[config.mk]
export PLATFORM = sky130hd
export DESIGN_NAME = dfst_ctrl
export DESIGN_NICKNAME = d
export VERILOG_FILES = /design/src/hdl/dfst_pkg.sv /design/src/hdl/dfst_ctrl.sv
export SDC_FILE = /design/constraint.sdc
export NUM_CORES = 1
export LEC_CHECK = 0
export BUFFER_PORTS_ARGS = -buffer_cell sky130_fd_sc_hd__buf_2
export CORE_MARGIN = 10
export CORE_UTILIZATION = 40
export CTS_CLUSTER_SIZE = 28
export DETAILED_ROUTE_END_ITERATION = 12
export PLACE_DENSITY = 0.71
export SLEW_MARGIN = 20
export SYNTH_ARGS = -nofsm -noshare
export SYNTH_HDL_FRONTEND = slang
export SYNTH_SLANG_ARGS = --single-unit
export TNS_END_PERCENT = 1
[constraint.sdc]
create_clock -name clk_i -period 2.3 [get_ports clk_i]
set_clock_uncertainty 0.2 [all_clocks]
set_input_delay 0.46 -clock clk_i [delete_from_list [all_inputs] [get_ports clk_i]]
set_output_delay 0.46 -clock clk_i [all_outputs]
set_load 0.05 [all_outputs]
[src/hdl/dfst_pkg.sv]
`timescale 1ns / 1ps
package dfst_pkg;

  localparam int DFST_MAX_VERTICES = 64;
  localparam int DFST_MAX_EDGES    = 256;

  localparam int MODE_W = 2;
  localparam int VTX_W  = 6;
  localparam int TIME_W = 8;
  localparam int CFG_W  = 7;
  localparam int KIND_W = 2;

  localparam logic [MODE_W-1:0] MODE_ADD   = 2'd0;
  localparam logic [MODE_W-1:0] MODE_RUN   = 2'd1;
  localparam logic [MODE_W-1:0] MODE_CLEAR = 2'd2;

  localparam logic [KIND_W-1:0] KIND_OK   = 2'd0;
  localparam logic [KIND_W-1:0] KIND_DROP = 2'd1;
  localparam logic [KIND_W-1:0] KIND_REC  = 2'd2;

  // controller to datapath
  typedef struct packed {
    logic cap_in;
    logic clear_edges;
    logic add_link;
    logic add_commit;
    logic resp_drop;
    logic run_init;
    logic root_next;
    logic discover_root;
    logic head_load;
    logic finish;
    logic pop_load;
    logic edge_apply;
    logic emit_first;
    logic emit_next;
  } dfst_cmd_t;

  // datapath to controller
  typedef struct packed {
    logic [MODE_W-1:0] mode;
    logic              add_ok;
    logic              root_end;
    logic              root_visited;
    logic              edge_new;
    logic              cur_end;
    logic              sp_one;
    logic              out_last;
  } dfst_sts_t;

endpackage

[src/hdl/dfst_ctrl.sv]
`timescale 1ns / 1ps
module dfst_ctrl (
  input  logic              clk_i,
  input  logic              rst_ni,
  input  logic              in_valid_i,
  output logic              in_stall_o,
  output logic              out_valid_o,
  input  logic              out_stall_i,
  input  dfst_pkg::dfst_sts_t sts_i,
  output dfst_pkg::dfst_cmd_t cmd_o
);
  import dfst_pkg::*;

  localparam logic [3:0] S_IDLE = 4'd0;
  localparam logic [3:0] S_DEC  = 4'd1;
  localparam logic [3:0] S_LINK = 4'd2;
  localparam logic [3:0] S_COMM = 4'd3;
  localparam logic [3:0] S_RESP = 4'd4;
  localparam logic [3:0] S_INIT = 4'd5;
  localparam logic [3:0] S_ROOT = 4'd6;
  localparam logic [3:0] S_STEP = 4'd7;
  localparam logic [3:0] S_EDGE = 4'd8;
  localparam logic [3:0] S_POP1 = 4'd9;
  localparam logic [3:0] S_POP2 = 4'd10;
  localparam logic [3:0] S_ERD  = 4'd11;
  localparam logic [3:0] S_EOUT = 4'd12;
  localparam logic [3:0] S_HEAD = 4'd13;

  logic [3:0] state_q, state_d;

  always_ff @(posedge clk_i or negedge rst_ni) begin
    if (!rst_ni) begin
      state_q <= S_IDLE;
    end else begin
      state_q <= state_d;
    end
  end

  always_comb begin
    state_d     = state_q;
    cmd_o       = '0;
    in_stall_o  = 1'b1;
    out_valid_o = 1'b0;
    case (state_q)
      S_IDLE: begin
        in_stall_o = 1'b0;
        if (in_valid_i) begin
          cmd_o.cap_in = 1'b1;
          state_d      = S_DEC;
        end
      end
      S_DEC: begin
        case (sts_i.mode)
          MODE_ADD: begin
            if (sts_i.add_ok) begin
              state_d = S_LINK;
            end else begin
              cmd_o.resp_drop = 1'b1;
              state_d         = S_RESP;
            end
          end
          MODE_RUN: state_d = S_INIT;
          MODE_CLEAR: begin
            cmd_o.clear_edges = 1'b1;
            state_d           = S_IDLE;
          end
          default: state_d = S_IDLE;
        endcase
      end
      S_LINK: begin
        cmd_o.add_link = 1'b1;
        state_d        = S_COMM;
      end
      S_COMM: begin
        cmd_o.add_commit = 1'b1;
        state_d          = S_RESP;
      end
      S_RESP: begin
        out_valid_o = 1'b1;
        if (!out_stall_i) state_d = S_IDLE;
      end
      S_INIT: begin
        cmd_o.run_init = 1'b1;
        state_d        = S_ROOT;
      end
      S_ROOT: begin
        if (sts_i.root_end) begin
          cmd_o.emit_first = 1'b1;
          state_d          = S_ERD;
        end else if (sts_i.root_visited) begin
          cmd_o.root_next = 1'b1;
        end else begin
          cmd_o.discover_root = 1'b1;
          state_d             = S_HEAD;
        end
      end
      // list head of the new top arrives from its registered read
      S_HEAD: begin
        cmd_o.head_load = 1'b1;
        state_d         = S_STEP;
      end
      S_STEP: begin
        if (sts_i.cur_end) begin
          cmd_o.finish = 1'b1;
          state_d      = sts_i.sp_one ? S_ROOT : S_POP1;
        end else begin
          state_d = S_EDGE;
        end
      end
      S_EDGE: begin
        cmd_o.edge_apply = 1'b1;
        state_d          = sts_i.edge_new ? S_HEAD : S_STEP;
      end
      S_POP1: state_d = S_POP2;
      S_POP2: begin
        cmd_o.pop_load = 1'b1;
        state_d        = S_STEP;
      end
      S_ERD: state_d = S_EOUT;
      S_EOUT: begin
        out_valid_o = 1'b1;
        if (!out_stall_i) begin
          if (sts_i.out_last) begin
            state_d = S_IDLE;
          end else begin
            cmd_o.emit_next = 1'b1;
            state_d         = S_ERD;
          end
        end
      end
      default: state_d = S_IDLE;
    endcase
  end

endmodule

==> results of run 1 <==
==> final cells by class <==
type / count / area (sq um) / area share, %
Multi-Input combinational cell: 70 / 464 / 56.0
Timing Repair Buffer: 36 / 213 / 25.6
Sequential cell: 4 / 104 / 12.5
Clock buffer: 3 / 22.5 / 2.71
Tap cell: 15 / 18.8 / 2.26
Inverter: 2 / 7.51 / 0.905
==> critical path, cell delays in order, from the launching register on <==
cell and delay [ps]:
dfrtp_2 490, or2_1 340, nor4b_2 260, buf_4 230
==> stage by stage <==
step | setup TNS, ps | cells | total power (W) | setup slack, ps
final | 0 | 130 | 0.00104 | 79.8
after CTS | 0 | 130 | 0.00104 | 23.3
after global placement | 0 | 126 | 0.000933 | 215
after floorplan | -624 | 83 | 0.000737 | -229
after global routing | -0.942 | 130 | 0.00114 | -0.942
after detailed placement | 0 | 126 | 0.000944 | 213
==> logic make-up (layout without fill, tap and decap cells) <==
logic type / count (synthesis) / after routing / synth area share (%)
AND/OR/NAND/NOR: 52 / 52 / 54.4
AO/OA/AOI/OAI: 18 / 18 / 21.3
buffers and inverters: 9 / 41 / 7.10
flip-flops: 4 / 4 / 17.2
==> power by group through the flow <==
| stage | sequential (W) | combinational (W) | clock [W] |
|---|---|---|---|
| after CTS | 0.000186 | 0.000766 | 0.0000909 |
| after global placement | 0.000185 | 0.000748 | 0 |
| final | 0.000197 | 0.000761 | 0.0000866 |
| after global routing | 0.000206 | 0.000832 | 0.0000986 |
| after detailed placement | 0.000188 | 0.000757 | 0 |
| after floorplan | 0.000123 | 0.000615 | 0 |
==> worst max path at each step <==
stage                    start   endpoint  depth (start not counted)
global placement    state_q[2]  cmd_o[12]                          3
finish              state_q[2]  cmd_o[12]                          3
CTS                 state_q[2]  cmd_o[12]                          3
global route        state_q[2]   cmd_o[9]                          3
floorplan           state_q[2]   cmd_o[0]                          4
detailed placement  state_q[2]  cmd_o[12]                          3
==> layer usage <==
metal	wire length (microns)	share of wire, %
met1	887	44
met2	928	46
met5	0	0
met4	14	0.70
met3	182	9.0
==> repair_timing <==
item | in CTS | in global routing
setup endpoints to repair | 3 | 6
hold buffers | 1 | 0
endpoints found under the hold margin | 4 | 0
gates resized for setup | 3 | 4
==> cell usage in the layout, fill, tap and decap left out, types with 4 or more instances in the layout <==
| cell type | n |
|---|---|
| nand2_1 | 7 |
| clkbuf_4 | 4 |
| nand2b_1 | 5 |
| buf_2 | 24 |
| nor2_1 | 9 |
| nor3_1 | 5 |
| a21oi_1 | 4 |
| buf_4 | 10 |
==> results.sh, run 1 <==
export IMPL_postCtsSetupRepairBufs=0
export IMPL_cts_tree="done"
export IMPL_cts_root_buf="clkbuf_4"
export IMPL_seq_area_frac_synth_pct=17.2
export IMPL_grt_max_degree=14
export IMPL_cts_max_level=1
export IMPL_insertion_delay_ps=230
export IMPL_ys_ff_latch=4
export IMPL_gp_congestion=0.850
export IMPL_grt_antenna_before_repair=0
export IMPL_powerDensity_nw_per_um2=1260
export IMPL_slew_headroom_pct=77.1
export IMPL_utilization_pct=62.2
export IMPL_synth_top_cell_area_share_pct=17.2
export IMPL_synth_edff_count=0
export IMPL_largest_reg_flops=4
export IMPL_r2r_slack_ps=460
export IMPL_top_register="state_q"
export IMPL_grt_pass1_vias=778
export IMPL_gr_usage_met3_pct=4.58
export IMPL_wl_per_cell_microns=15.5
export IMPL_synthDistinctLibCells=36
export IMPL_reg2reg_to="state_q[2]"
export IMPL_post_route_drc_count=0
export IMPL_yosysWarningCount=0
export IMPL_hp_start="out_stall_i"
export IMPL_r2r_start="state_q[2]"
export IMPL_holdPathStages=3
export IMPL_die_area_sq_um=3380
export IMPL_drive_above_1_share_pct=41.7
export IMPL_r2r_cells=4
export IMPL_grt_use_met2_pct=20.2
export IMPL_synth_nets=96
export IMPL_die_h_microns=58.1
export IMPL_holdWs_ps=335
export IMPL_largestRegisters="state_q (4)"
export IMPL_post_synth_top_count_cell="nor2_1"
export IMPL_nNetsFinal=130
export IMPL_clockBufferDepth=2
export IMPL_p_leak_nw=0.387
export IMPL_hold_path_endpoint="state_q[3]"
export IMPL_ant_nets=0
export IMPL_clock_fmax_ghz=0.450
export IMPL_crit_arrival_ps=1560
export IMPL_synthArstFlopShare_pct=100
export IMPL_netSwitchingPower_w=0.000604
export IMPL_io_buffers=28
export IMPL_netlist_top_cells_count="nor2_1, nand2_1, buf_2, nor3_1, nand2b_1"
export IMPL_fin_crit_ps=2220
export IMPL_setup_violations=0
export IMPL_finalCritPeriodShare_pct=96.5
export IMPL_postSynthCellCount=83
export IMPL_synth_area_sq_um=582
export IMPL_final_hold_viol_count=0
export IMPL_combPwrFrac_pct=72.8
export IMPL_end_kind="output port"
export IMPL_worst_pin_slew_ps=341
export IMPL_gr_usage_met1_pct=13.2
export IMPL_placed_cell_area_sq_um=783
export IMPL_criticalPathCategory="flop to output port"
export IMPL_grt_overflow=0
export IMPL_worstPathRequired_ps=1640
export IMPL_cts_buffers=3
export IMPL_die_x_microns=58.1
export IMPL_internal_power_w=0.000440
export IMPL_drtPass1Iterations=4
export IMPL_final_fill_count=149
export IMPL_coreArea_sq_um=1330
export IMPL_synth_top_area_cell="dfrtp_1"
export IMPL_diodes=0
export IMPL_holdCritPathClass="input port to flop"
export IMPL_path_max_fanout=13
export IMPL_p_sw_share_pct=57.8
export IMPL_start_util_pct=43.6
export IMPL_status="complete, no violations"
export IMPL_grt_first_pass_wirelength_mm=3.39
export IMPL_finalWirelength_mm=2.01
export IMPL_top_level_ports=29
export IMPL_cts_sinks=4
export IMPL_area_growth_pct=42.6
export IMPL_pwr_share_clk_pct=8.3
export IMPL_maxCapViolCount=0
export IMPL_startpoint_type="flop"
export IMPL_track_usage_pct=11.8
export IMPL_slew_viol_final=0
export IMPL_ys_top_cells_by_area="dfrtp_1, nor2_1, nand2b_1"
export IMPL_vias_per_cell=5.86
export IMPL_ir_drop_uv=812
export IMPL_syn_avg_cell_area_sq_um=7.01
export IMPL_power_frac_seq_pct=18.9
export IMPL_place_hpwl_mm=1.58
export IMPL_vias=762
export IMPL_ys_flop_type="dfrtp_1"
export IMPL_rows=13
export IMPL_fin_area_sq_um=830
export IMPL_clk_pin_slew_worst_paths_ps=30
export IMPL_initialDrtViolationCount=12
export IMPL_busiest_layer="met2"
No activity file was read; power rests on OpenSTA's default activity.
==> run 2: changes to the inputs <==
--- a/config.mk
+++ b/config.mk
@@ -6,7 +6,7 @@
 export NUM_CORES = 1
 export LEC_CHECK = 0
 export BUFFER_PORTS_ARGS = -buffer_cell sky130_fd_sc_hd__buf_2
-export CORE_MARGIN = 10
+export CORE_MARGIN = 2
 export CORE_UTILIZATION = 40
 export CTS_CLUSTER_SIZE = 28
 export DETAILED_ROUTE_END_ITERATION = 12
==> run 2 against run 1 <==
  * Critical path depth unchanged
  * Hold slack about the same
  * First-iteration DRC count up 25%
  * Setup slack worse by 41 ps
==> results.sh, run 2 (synthesized netlist as in run 1, its figures left out) <==
export IMPL_cp_startpoint="state_q[0]"
export IMPL_utilization_pct=63.3
export IMPL_criticalPathCategory="flop to output port"
export IMPL_vias=757
export IMPL_die_x_microns=42.1
export IMPL_hp_start="out_stall_i"
export IMPL_path_max_fanout=12
export IMPL_top_register="state_q"
export IMPL_grt_overflow=0
export IMPL_slowest_stage="dfrtp_1"
export IMPL_slew_viol_final=0
export IMPL_end_kind="output port"
export IMPL_p_leak_nw=0.398
export IMPL_r2r_cells=5
export IMPL_grt_max_degree=14
export IMPL_final_hold_viol_count=0
export IMPL_post_route_drc_count=0
export IMPL_cp_cell_sequence="or3b_1 > nor4_2 > clkbuf_4"
export IMPL_worstSetupPathDepth=3
export IMPL_holdCritPathClass="input port to flop"
export IMPL_cp_top_family="simple AND/OR/NAND/NOR gates"
export IMPL_die_h_microns=42.1
export IMPL_finalCritPeriodShare_pct=98.3
export IMPL_cp_endpoint="cmd_o[0]"
export IMPL_powerDensity_nw_per_um2=1260
export IMPL_maxCapViolCount=0
export IMPL_area_growth_pct=45.2
export IMPL_io_buffers=28
export IMPL_worstPathRequired_ps=1640
export IMPL_vias_per_cell=5.73
export IMPL_nNetsFinal=132
export IMPL_coreArea_sq_um=1330
export IMPL_wl_per_cell_microns=12.5
export IMPL_final_common_cell="buf_2"
export IMPL_clockBufferDepth=2
export IMPL_holdWs_ps=335
export IMPL_cts_tree="done"
export IMPL_startpoint_type="flop"
export IMPL_drtPass1Iterations=4
export IMPL_initialDrtViolationCount=15
export IMPL_diodes=0
export IMPL_die_area_sq_um=1780
export IMPL_placed_cells=128
export IMPL_postCtsSetupRepairBufs=0
export IMPL_largestRegisters="state_q (4)"
export IMPL_grt_pass1_vias=676
export IMPL_cts_buffers=3
export IMPL_reg2reg_to="state_q[2]"
export IMPL_largest_reg_flops=4
export IMPL_clock_fmax_ghz=0.442
export IMPL_r2r_start="state_q[1]"
export IMPL_ir_drop_uv=804
export IMPL_top_level_ports=29
export IMPL_fin_crit_ps=2260
export IMPL_place_hpwl_mm=1.30
export IMPL_start_util_pct=43.6
export IMPL_crit_arrival_ps=1600
export IMPL_track_usage_pct=20.2
export IMPL_cts_root_buf="clkbuf_4"
export IMPL_r2r_slack_ps=430
export IMPL_power_total_w=0.00106
export IMPL_rows=13
export IMPL_grt_setup_unrepaired="true"
export IMPL_setup_tns_ps=0
export IMPL_gp_congestion=0.820
export IMPL_insertion_delay_ps=240
export IMPL_ant_nets=0
export IMPL_final_fill_count=117
export IMPL_slew_headroom_pct=76.1
export IMPL_worst_pin_slew_ps=358
export IMPL_final_cell_mix="buf_2, buf_4, nor2_1"
export IMPL_grt_antenna_before_repair=0
export IMPL_grt_first_pass_wirelength_mm=2.88
export IMPL_cpPeakStageDelay_ps=500
export IMPL_finalWirelength_mm=1.65
export IMPL_instances_no_fill=132
export IMPL_clk_pin_slew_worst_paths_ps=30
export IMPL_cts_sinks=4
export IMPL_cts_max_level=1
export IMPL_setup_violations=0
export IMPL_path_buf_inv=1
export IMPL_drive_above_1_share_pct=43.6
export IMPL_status="complete, no violations"
==> run 2: worst register-to-register path, delay by kind of cell, from the launching register on <==
kind                   cells  cell delay, ps
AO/OA/AOI/OAI              2             410
buffers and inverters      1             160
flip-flops                 1             460
AND/OR/NAND/NOR            2             510
==> run 2: metrics by stage <==
stage / setup WS [ps] / area (sq um)
detailed placement: 223 / 798
CTS: 1.38 / 833
finish: 38.7 / 845
global placement: 238 / 798
floorplan: -229 / 606
global route: -11.9 / 845
==> run 2: repair_timing <==
action                                  4_1_cts  5_1_grt
resized for setup                             1        6
endpoints found under the setup margin        1        7
hold endpoints to repair                      4        0
hold buffers                                  1        0
==> run 2: power breakdown <==
group	leakage [nW]	switching, W	internal, W
clock network	0.0138	0.0000308	0.0000585
logic	0.337	0.000478	0.000298
registers	0.0470	0.0000894	0.000106
total	0.398	0.000599	0.000462
==> run 2: worst min-delay path by stage <==
stage	to	cells after the start	slack, ps
final	state_q[3]	3	340
after global routing	state_q[2]	2	370
after CTS	state_q[3]	3	340
after detailed placement	state_q[1]	1	70
after global placement	state_q[3]	1	60
after floorplan	state_q[0]	0	-40
==> run 2: area by class of cell <==
cell class	count	area (sq um)	share of cell area [%]
well taps	15	18.8	2.22
multi-input cells	70	467	55.3
clock buffers	3	22.5	2.67
flip-flops and latches	4	104	12.3
inverters	2	7.51	0.889
repair buffers	38	225	26.7
==> run 2: routing by layer <==
| layer | global-route usage [%] | part of all wire [%] |
|---|---|---|
| met4 | 7.50 | 0.97 |
| met3 | 1.29 | 5.6 |
| met1 | 27.4 | 46 |
| met5 | 0 | 0 |
| met2 | 33.4 | 47 |
